### config.mk
export PLATFORM = sky130hd
export DESIGN_NAME = arx_model_step
export DESIGN_NICKNAME = d
export VERILOG_FILES = /design/src/hdl/arx_pkg.sv /design/src/hdl/arx_model_step.sv
export SDC_FILE = /design/constraint.sdc
export NUM_CORES = 2
export LEC_CHECK = 0
export BUFFER_PORTS_ARGS = -buffer_cell sky130_fd_sc_hd__buf_2
export CORE_UTILIZATION = 60
export CTS_CLUSTER_SIZE = 14
export DETAILED_ROUTE_END_ITERATION = 7
export GPL_ROUTABILITY_DRIVEN = 0
export HOLD_SLACK_MARGIN = 0.05
export PLACE_DENSITY_LB_ADDON = 0.12
export SLEW_MARGIN = 20
export SYNTH_ARGS = -nofsm -noshare
export SYNTH_HDL_FRONTEND = slang
export SYNTH_SLANG_ARGS = --single-unit
### constraint.sdc
create_clock -name clk -period 19.6 [get_ports clk]
set_clock_uncertainty 0.15 [all_clocks]
set_input_delay 0 -clock clk [delete_from_list [all_inputs] [get_ports clk]]
set_output_delay 0 -clock clk [all_outputs]
set_load 0.005 [all_outputs]
### src/hdl/arx_pkg.sv
package arx_pkg;

	// Build-time defaults for the top level.
	localparam int FEEDBACK_ORDER_DEF    = 3;
	localparam int FEEDFORWARD_ORDER_DEF = 3;
	localparam int MAX_DELAY_DEF         = 16;
	localparam int SAMPLE_WIDTH_DEF      = 16;

	// Fixed formats of the register file.
	localparam int COEF_W     = 16;
	localparam int COEF_FRAC  = 14;
	localparam int DELAY_W    = 5;
	localparam int CFG_IDX_W  = 4;
	localparam int CFG_DATA_W = 16;

	// Register indexes of the configuration channel.
	typedef enum logic [CFG_IDX_W-1:0] {
		CFG_A_COEF_1,
		CFG_A_COEF_2,
		CFG_A_COEF_3,
		CFG_B_COEF_0,
		CFG_B_COEF_1,
		CFG_B_COEF_2,
		CFG_DELAY_SAMPLES,
		CFG_NOISE_ENABLE
	} cfg_reg_t;

	// Sequencer states.
	typedef enum logic [2:0] {
		ST_IDLE,
		ST_READ,
		ST_MAC,
		ST_DRAIN,
		ST_DONE
	} arx_state_t;

endpackage

### src/hdl/arx_model_step.sv
// Channel   Dir   Payload (lowest bit first)                         Handshake
// s_*       in    tdata: input_sample, noise_sample                  tvalid / tready
// m_*       out   tdata: output_sample; tuser: saturated             tvalid / tready
// cfg_*     in    cfg_index: register index; cfg_data: value         cfg_valid / cfg_ready
//
// After acceptance, at which the delay line is read, an item passes through the
// write and history update step, a multiply-accumulate step for each tap on the
// shared multiplier (FEEDBACK_ORDER + FEEDFORWARD_ORDER), a drain step and a
// finish step that loads its result into the output register. The next item is
// taken only once the sequencer is back in idle after the finish step, so items
// do not overlap; the single multiplier serves every tap.
// The next item is accepted while a finished result still waits in the output
// register; the finish step holds only if that register is still full.
// Reset clears the histories, delay line valid bits, pointer, configuration and
// control registers, not the datapath ones; configuration writes are always taken.
module arx_model_step
	import arx_pkg::*;
#(
	parameter int FEEDBACK_ORDER    = FEEDBACK_ORDER_DEF,
	parameter int FEEDFORWARD_ORDER = FEEDFORWARD_ORDER_DEF,
	parameter int MAX_DELAY         = MAX_DELAY_DEF,
	parameter int SAMPLE_WIDTH      = SAMPLE_WIDTH_DEF,
	localparam int SIN_W  = ((2 * SAMPLE_WIDTH + 7) / 8) * 8,
	localparam int SOUT_W = ((SAMPLE_WIDTH + 7) / 8) * 8
) (
	input  logic                  clk,
	input  logic                  arst_n,
	input  logic                  s_tvalid,
	output logic                  s_tready,
	input  logic [SIN_W-1:0]      s_tdata,   // input_sample, noise_sample
	output logic                  m_tvalid,
	input  logic                  m_tready,
	output logic [SOUT_W-1:0]     m_tdata,   // output_sample
	output logic                  m_tuser,   // saturated
	input  logic                  cfg_valid,
	output logic                  cfg_ready,
	input  logic [CFG_IDX_W-1:0]  cfg_index,
	input  logic [CFG_DATA_W-1:0] cfg_data
);

	localparam int SW   = SAMPLE_WIDTH;
	localparam int FB   = FEEDBACK_ORDER;
	localparam int FF   = FEEDFORWARD_ORDER;
	localparam int NT   = FB + FF;
	localparam int TW   = (NT > 1) ? $clog2(NT) : 1;
	localparam int PW   = (MAX_DELAY > 1) ? $clog2(MAX_DELAY) : 1;
	localparam int CW   = $clog2(2 * MAX_DELAY + 32);
	localparam int PRW  = SW + COEF_W;
	localparam int ACCW = PRW + 3;
	localparam int RW   = ACCW - COEF_FRAC;
	localparam int YW   = RW + 1;

	localparam logic signed [YW-1:0] Y_MAX = {{(YW - SW + 1){1'b0}}, {(SW - 1){1'b1}}};
	localparam logic signed [YW-1:0] Y_MIN = ~Y_MAX;
	localparam logic signed [ACCW-1:0] RND_HALF = ACCW'(1) <<< (COEF_FRAC - 1);

	// Configuration registers.
	logic signed [COEF_W-1:0] a_coef_q [3];
	logic signed [COEF_W-1:0] b_coef_q [3];
	logic [DELAY_W-1:0]       delay_q;
	logic                     noise_en_q;

	// Sequencer.
	arx_state_t state_q, state_nxt;
	logic       mem_re, mem_we, in_push, mac_en, done_fire, out_free;
	logic [TW-1:0] tap_q;
	logic          tap_last;

	// Delay line memory and its valid bits.
	logic [SW-1:0]        dly_mem [MAX_DELAY];
	logic [MAX_DELAY-1:0] dly_vld_q;
	logic [PW-1:0]        ptr_q;
	logic [PW-1:0]        rd_addr;
	logic [SW-1:0]        rd_data_s1;
	logic                 rd_vld_s1;
	logic [CW-1:0]        d_ext, d_sat, addr_sum, addr_mod;

	// Item payload and histories.
	logic signed [SW-1:0] u_q, noise_q, ud;
	logic signed [SW-1:0] y_hist_q [FB];
	logic signed [SW-1:0] u_hist_q [FF];

	// Datapath.
	logic signed [SW-1:0]     smp_sel;
	logic signed [COEF_W-1:0] coef_sel;
	logic signed [PRW-1:0]    prod;
	logic signed [PRW-1:0]    mul_s1;
	logic                     sub_s1, mul_vld_s1;
	logic signed [ACCW-1:0]   acc_q, acc_rnd;
	logic signed [RW-1:0]     y_rnd;
	logic signed [YW-1:0]     y_pre;
	logic signed [SW-1:0]     y_sat;
	logic                     sat_flag;
	logic [SW-1:0]            out_sample_q;
	logic                     out_sat_q, out_valid_q;

	assign cfg_ready = 1'b1;
	assign s_tready  = (state_q == ST_IDLE);
	assign m_tvalid  = out_valid_q;
	assign m_tdata   = SOUT_W'(out_sample_q);
	assign m_tuser   = out_sat_q;
	assign out_free  = !out_valid_q || m_tready;
	assign tap_last  = (tap_q == TW'(NT - 1));

	// Configuration writes; indexes beyond the list are dropped.
	always_ff @(posedge clk or negedge arst_n) begin
		if (!arst_n) begin
			for (int j = 0; j < 3; j++) begin
				a_coef_q[j] <= '0;
				b_coef_q[j] <= '0;
			end
			delay_q    <= '0;
			noise_en_q <= 1'b0;
		end else if (cfg_valid) begin
			unique case (cfg_reg_t'(cfg_index))
				CFG_A_COEF_1:      a_coef_q[0] <= cfg_data;
				CFG_A_COEF_2:      a_coef_q[1] <= cfg_data;
				CFG_A_COEF_3:      a_coef_q[2] <= cfg_data;
				CFG_B_COEF_0:      b_coef_q[0] <= cfg_data;
				CFG_B_COEF_1:      b_coef_q[1] <= cfg_data;
				CFG_B_COEF_2:      b_coef_q[2] <= cfg_data;
				CFG_DELAY_SAMPLES: delay_q     <= cfg_data[DELAY_W-1:0];
				CFG_NOISE_ENABLE:  noise_en_q  <= cfg_data[0];
				default: ;
			endcase
		end
	end

	// Next state.
	always_comb begin
		state_nxt = state_q;
		unique case (state_q)
			ST_IDLE:  if (s_tvalid) state_nxt = ST_READ;
			ST_READ:  state_nxt = ST_MAC;
			ST_MAC:   if (tap_last) state_nxt = ST_DRAIN;
			ST_DRAIN: state_nxt = ST_DONE;
			ST_DONE:  if (out_free) state_nxt = ST_IDLE;
			default:  state_nxt = ST_IDLE;
		endcase
	end

	// Control outputs of the sequencer.
	always_comb begin
		mem_re    = 1'b0;
		mem_we    = 1'b0;
		in_push   = 1'b0;
		mac_en    = 1'b0;
		done_fire = 1'b0;
		unique case (state_q)
			ST_IDLE:  mem_re = s_tvalid;
			ST_READ: begin
				mem_we  = 1'b1;
				in_push = 1'b1;
			end
			ST_MAC:   mac_en = 1'b1;
			ST_DRAIN: ;
			ST_DONE:  done_fire = out_free;
			default: ;
		endcase
	end

	// Read address: the entry written d items ago, with the delay clipped.
	always_comb begin
		d_ext    = CW'(delay_q);
		d_sat    = (d_ext > CW'(MAX_DELAY)) ? CW'(MAX_DELAY) : d_ext;
		addr_sum = CW'(ptr_q) + CW'(MAX_DELAY) - d_sat;
		addr_mod = (addr_sum >= CW'(MAX_DELAY)) ? addr_sum - CW'(MAX_DELAY) : addr_sum;
		rd_addr  = addr_mod[PW-1:0];
	end

	// The read happens on acceptance and the write in the next cycle, so a delay
	// of MAX_DELAY still sees the old entry at the pointer.
	always_ff @(posedge clk) begin
		if (mem_we) dly_mem[ptr_q] <= u_q;
		if (mem_re) begin
			rd_data_s1 <= dly_mem[rd_addr];
			rd_vld_s1  <= dly_vld_q[rd_addr];
		end
	end

	assign ud = (delay_q == '0) ? u_q : (rd_vld_s1 ? $signed(rd_data_s1) : '0);

	// Tap selection for the shared multiplier.
	always_comb begin
		smp_sel  = '0;
		coef_sel = '0;
		for (int j = 0; j < FB; j++) begin
			if (tap_q == TW'(j)) begin
				smp_sel  = y_hist_q[j];
				coef_sel = a_coef_q[j];
			end
		end
		for (int j = 0; j < FF; j++) begin
			if (tap_q == TW'(FB + j)) begin
				smp_sel  = u_hist_q[j];
				coef_sel = b_coef_q[j];
			end
		end
	end

	assign prod = smp_sel * coef_sel;

	// Round half up to Q1.15, add noise, clip.
	always_comb begin
		acc_rnd  = acc_q + RND_HALF;
		y_rnd    = acc_rnd[ACCW-1:COEF_FRAC];
		y_pre    = YW'(y_rnd) + (noise_en_q ? YW'(noise_q) : YW'(0));
		sat_flag = 1'b0;
		if (y_pre > Y_MAX) begin
			y_sat    = Y_MAX[SW-1:0];
			sat_flag = 1'b1;
		end else if (y_pre < Y_MIN) begin
			y_sat    = Y_MIN[SW-1:0];
			sat_flag = 1'b1;
		end else begin
			y_sat = y_pre[SW-1:0];
		end
	end

	always_ff @(posedge clk or negedge arst_n) begin
		if (!arst_n) begin
			state_q     <= ST_IDLE;
			ptr_q       <= '0;
			dly_vld_q   <= '0;
			tap_q       <= '0;
			mul_vld_s1  <= 1'b0;
			out_valid_q <= 1'b0;
			for (int j = 0; j < FB; j++) y_hist_q[j] <= '0;
			for (int j = 0; j < FF; j++) u_hist_q[j] <= '0;
		end else begin
			state_q    <= state_nxt;
			mul_vld_s1 <= mac_en;
			if (mem_we) begin
				dly_vld_q[ptr_q] <= 1'b1;
				ptr_q <= (ptr_q == PW'(MAX_DELAY - 1)) ? '0 : ptr_q + PW'(1);
			end
			if (in_push) begin
				for (int j = FF - 1; j > 0; j--) u_hist_q[j] <= u_hist_q[j-1];
				u_hist_q[0] <= ud;
				tap_q <= '0;
			end
			if (mac_en) tap_q <= tap_q + TW'(1);
			if (done_fire) out_valid_q <= 1'b1;
			else if (m_tvalid && m_tready) out_valid_q <= 1'b0;
			if (done_fire) begin
				for (int j = FB - 1; j > 0; j--) y_hist_q[j] <= y_hist_q[j-1];
				y_hist_q[0] <= y_sat;
			end
		end
	end

	always_ff @(posedge clk) begin
		if (s_tvalid && s_tready) begin
			u_q     <= s_tdata[SW-1:0];
			noise_q <= s_tdata[2*SW-1:SW];
		end
		if (in_push) acc_q <= '0;
		else if (mul_vld_s1) acc_q <= sub_s1 ? acc_q - ACCW'(mul_s1) : acc_q + ACCW'(mul_s1);
		if (mac_en) begin
			mul_s1 <= prod;
			sub_s1 <= (tap_q < TW'(FB));
		end
		if (done_fire) begin
			out_sample_q <= y_sat;
			out_sat_q    <= sat_flag;
		end
	end

endmodule

== Yosys cells after proc, flatten, opt, wreduce, memory -nomap -nowiden ==
Memory sizes are Yosys's and may differ from the RTL's. A register that Yosys moved wholly into a read port is not among the register bits.
Cells that the tools add are included.
Widths: inputs -> output; s select.

* Bits in registers: 344
* Logic and storage cells: 128
* Bits in writable memories: 256
* Memories kept: 1

* $lt $le $gt $ge: 8
* Mux-type cells: 40
* Multipliers: 1
* Bitwise gates (word level): 1
* Reductions and logical operators: 20
* Add/sub/neg operators: 9
* Equal/unequal tests: 20

{| class="wikitable"
|+ Memory list
! name !! depth !! width !! read ports !! clocked after Yosys merged registers in !! write ports !! RTL line !! source
|-
| dly_mem || 16 || 16 || 1 || 1 || 1 || arx_model_step.sv:70 || <nowiki>logic [SW-1:0] dly_mem [MAX_DELAY];</nowiki>
|}

{| class="wikitable"
|+ Operators by type and width
! cell !! count
|-
| $mux 16 || 16
|-
| $add 35x15->35 const B || 1
|-
| $add 35x32->35 || 1
|-
| $mux 35 || 1
|-
| $sub 35x32->35 || 1
|-
| $mul 16x16->32 || 1
|-
| $add 21x22->22 || 1
|-
| $gt 22x16->1 const B || 1
|-
| $lt 22x16->1 const B || 1
|-
| $mux 22 || 1
|-
| $eq 4x3->1 const B || 4
|-
| $or 16x16->16 || 1
|-
| $reduce_and 2->1 || 8
|-
| $mux 3 || 5
|-
| $pmux 3 s5 || 1
|-
| $eq 3x2->1 const B || 4
|-
| $mux 1 || 11
|-
| $lt 4x5->1 const B || 2
|-
| $eq 3x3->1 const B || 3
|-
| $eq 4x2->1 const B || 2
|-
| $mux 4 || 2
|-
| $add 4x5->6 const B || 1
|-
| $eq 3x1->1 const B || 2
|-
| $ge 6x5->1 const B || 1
|-
| other kinds (21) || 27
|}

== Logic depth before layout (Yosys ltp) ==
* Depth after elaboration: 8
* Depth in mapped cells: 33
* Depth with buffers taken out: 30

== Worst setup path before layout ==
OpenSTA, ideal clock, no wires.

* Path type: reg-to-reg
* Start: register tap_q[0]
* End: register mul_s1[31] (data pin)
* Data arrival time: 7.717 ns
* Required time: 19.314 ns
* Clock period less this slack: 8.003 ns
* Path buffers: 1
* Cell stages (with the launch flop): 30
* Slack: 11.597 ns
* Path through: dfrtp_1 ha_1 nor3b_1 clkbuf_1 a221oi_1 o311ai_0 o211ai_1 a21boi_1 or2_2 fa_1 inv_1 fa_1 inv_1 fa_1 fa_1 inv_1 fa_1 inv_1 fa_1 inv_1 ha_1 nand2_1 nor3_1 a221o_1 a21oi_1 nand3b_1 o211ai_1 a221oi_1 or4_1 nand3_1

* Longest elaborated chain between the ends: 8
* Elaborated cells on any way between the ends: 19

{| class="wikitable"
|+ Ends and longest elaborated chain
! element !! RTL line !! source
|-
| start, declared || arx_model_step.sv:66 || <nowiki>logic [TW-1:0] tap_q;</nowiki>
|-
| start signal, assigned || arx_model_step.sv:242 || <nowiki>if (mac_en) tap_q <= tap_q + TW'(1);</nowiki>
|-
| $logic_not 3->1 || arx_model_step.sv:188 || <nowiki>if (tap_q == TW'(j)) begin</nowiki>
|-
| $mux 16 (3 in series) || arx_model_step.sv:188 ||
|-
| $mux 16 (3 in series) || arx_model_step.sv:194 || <nowiki>if (tap_q == TW'(FB + j)) begin</nowiki>
|-
| $mul 16x16->32 * || arx_model_step.sv:201 || <nowiki>assign prod = smp_sel * coef_sel;</nowiki>
|-
| named net prod[31] || arx_model_step.sv:86 || <nowiki>logic signed [PRW-1:0] prod;</nowiki>
|-
| end signal, assigned || arx_model_step.sv:260 || <nowiki>mul_s1 <= prod;</nowiki>
|-
| end, declared || arx_model_step.sv:87 || <nowiki>logic signed [PRW-1:0] mul_s1;</nowiki>
|}

Mark *: on every way through the listed nets, which the timed path passes. The rest lies on a longest branch.
A chain may end at the register's enable or synchronous reset.

== Worst setup path after layout ==
Same ends and word-level chain as after synthesis.

==> impl_metrics.yaml <==
setup_path:
  start_kind: "flop"
  crit_required_ps: 19910
  path_max_fanout: 32
  critPathArrivalTime_ps: 9090
  worst-setup-path-type: "reg2reg"
  end_kind: "flop"
  rrSetupSlack_ps: 10820
  critical_path.slowest_cell: "fa_1"
  max_stage_delay_ps: 680
clock_tree:
  cts_buffer_depth: 3
  numCtsBuffers: 66
  cts_tree: "yes"
  clkSlewWorstSetupHoldPaths_ps: 70
  cts_max_level: 3
  clock_sink_count: 616
  clk-insertion-delay-late_ps: 630
  postCtsSetupRepairBufs: 0
  cts_root_buf: "clkbuf_16"
flow_run:
  max_cap_violations: 0
synthesis:
  yosys.area.top_type_share_pct: 27.7
  synth-simple-area-share_pct: 12.1
  synth_top_family_by_area: "adder cells"
  synthAdderAreaFrac_pct: 18.7
  synthArstFlopShare_pct: 36.7
  seq_area_frac_synth_pct: 44.2
  synth_top_area_cell: "edfxtp_1"
  yosysWarnings: 0
  synth_edf_count: 355
  synth_compound_area_share_pct: 8.89
  synthMuxAreaShare_pct: 8.05
  syn_avg_cell_area_um2: 11.2
  synth.most_common_cell: "nand2_1"
  ys_top_cells_by_count: "nand2_1 (475), inv_1 (369), edfxtp_1 (355)"
  synth-seq-cells: 616
  synth-xor-area-share_pct: 2.89
  yosys.cell_types.count: 88
  synth_ff_type: "edfxtp_1"
  synth_nets: 3908
  synth_area_leaders: "edfxtp_1 (28%), dfrtp_1 (15%), fa_1 (14%), ha_1 (4.9%), nand2_1 (4.6%)"
  synth_area_mm2: 0.0385
  syn_inst: 3435
sta:
  fin_setup_tns_ps: 0
  period_needed_ps: 8780
  slew_viol_final: 0
  fmax_mhz: 114
  hold_viol: 0
  fin_crit_sh_pct: 44.8
  rsz0062_at_grt: "false"
  slew_headroom_pct: 29.5
  worst_pin_slew_ps: 1050
  setup_viol: 0
min_path:
  hold_path_class: "in2reg"
drt:
  avgRoutedWirePerCell_um: 22.0
  antenna_left: 0
  drt_iter0_drc: 2672
  wl_um: 98100
  drc: 0
  num_vias: 26960
  vias_per_cell: 6.04
  first_pass_iters: 6
floorplan:
  std_cell_rows: 92
  coreArea_mm2: 0.0632
  die_y_um: 255
  dieArea_mm2: 0.0652
  initial_core_util_pct: 61.0
  dieWidth_um: 255
  pin_count: 77
grt:
  track_usage_pct: 30.4
  gr-total-overflow: 0
  grt_pass1_vias: 27788
  grt_max_degree: 81
  grt_pass1_wl_um: 154000
  antenna_found_initial: 1
layout:
  syn_to_final_growth_pct: 11.8
  filler_cell_count: 4551
  drive_gt1_share_pct: 12.8
  multi_input_area_mm2: 0.0196
  n_antenna_cell: 0
  nets: 4036
  regArea_mm2: 0.0170
outcome:
  status: "finished clean"
placement:
  detailed_place_hpwl_um: 68100
  numPortBuffers: 75
-- layer usage --
| layer | GRT usage, % | vias up | part of all wire [%] |
|---|---|---|---|
| met1 | 39.1 | 13460 | 40 |
| met2 | 51.5 | 1150 | 49 |
| met3 | 5.02 | 265 | 7.2 |
| li1 | - | 12085 | - |
| met4 | 12.3 | 0 | 3.9 |
| met5 | 0 | - | 0 |
-- cell families after synthesis --
logic type               count (synthesis)
AND/OR/NAND/NOR                       1040
flip-flops                             616
buffers and inverters                  527
AO/OA/AOI/OAI                          496
adder cells (fa/ha/maj)                416
multiplexers                           212
XOR/XNOR                               127
other                                    1
-- layout by cell type (no fill, tap or decap), drive strengths merged, types with 95 or more instances in the layout --
master         n
nand2        476
inv          370
edfxtp       355
nor2         270
fa           265
dfrtp        226
ha           151
buf          120
a21oi        119
mux2         103
dlygate4sd3   97
xnor2         95
-- worst max-delay path: cells and delay by family (launching register included) --
| kind | cells | cell delay, ps |
|---|---|---|
| flops | 1 | 440 |
| fa+ha+maj | 8 | 3770 |
| simple gates | 7 | 1360 |
| buf+inv | 8 | 1150 |
| compound gates | 8 | 1730 |
-- path summary, 6_finish.rpt --
check | start | end | cells after the start
setup / recovery | tap_q[0]$_DFFE_PN0P_ | mul_s1[31]$_DFFE_PP_ | 31
hold / removal | cfg_data[11] | b_coef_q[43]$_DFFE_PN0P_ | 3
setup reg to reg | tap_q[0]$_DFFE_PN0P_ | mul_s1[31]$_DFFE_PP_ | 31
hold reg to reg | dly_vld_q[9]$_DFFE_PN0P_ | dly_vld_q[9]$_DFFE_PN0P_ | 1
max in group asynchronous | arst_n | y_hist_q[19]$_DFFE_PN0P_ | 5
min in group asynchronous | arst_n | b_coef_q[8]$_DFFE_PN0P_ | 4
-- through the flow --
stage	util [%]	cell area (um2)	worst slack (ps)	instances	hold slack, ps
detailed placement	62.9	39800	10870	4241	-127
global route	68.1	43100	10300	4461	83.1
floorplan	-	38500	11600	3435	-446
CTS	68.1	43000	10860	4459	50.8
finish	68.1	43100	10820	4461	82.6
global placement	62.9	39700	11080	4239	-149
-- registers in the layout, indices dropped and copies added (netlist names), 4 cells and up --
signal,cells
y_hist_q,48
m_tdata,16
noise_q,16
mul_s1,32
dly_mem,256
u_q,16
a_coef_q,48
ptr_q,4
u_hist_q,48
rd_data_s1,16
delay_q,5
dly_vld_q,16
acc_q,35
b_coef_q,48
-- layout make-up --
class / count / area share [%]
multi-input cells: 2292 / 45.5
well taps: 846 / 2.46
flip-flops and latches: 616 / 39.5
inverters: 370 / 3.23
repair buffers: 217 / 4.06
clock inverters: 34 / 1.00
clock buffers: 86 / 4.20
-- timing repair --
action,in CTS,in global routing
hold endpoints to repair,315,0
gates resized for setup,0,0
hold buffers,98,0
Power is left out: the tool's default activity adds up to more than one toggle a clock period on the data nets, which glitch-free logic cannot reach.
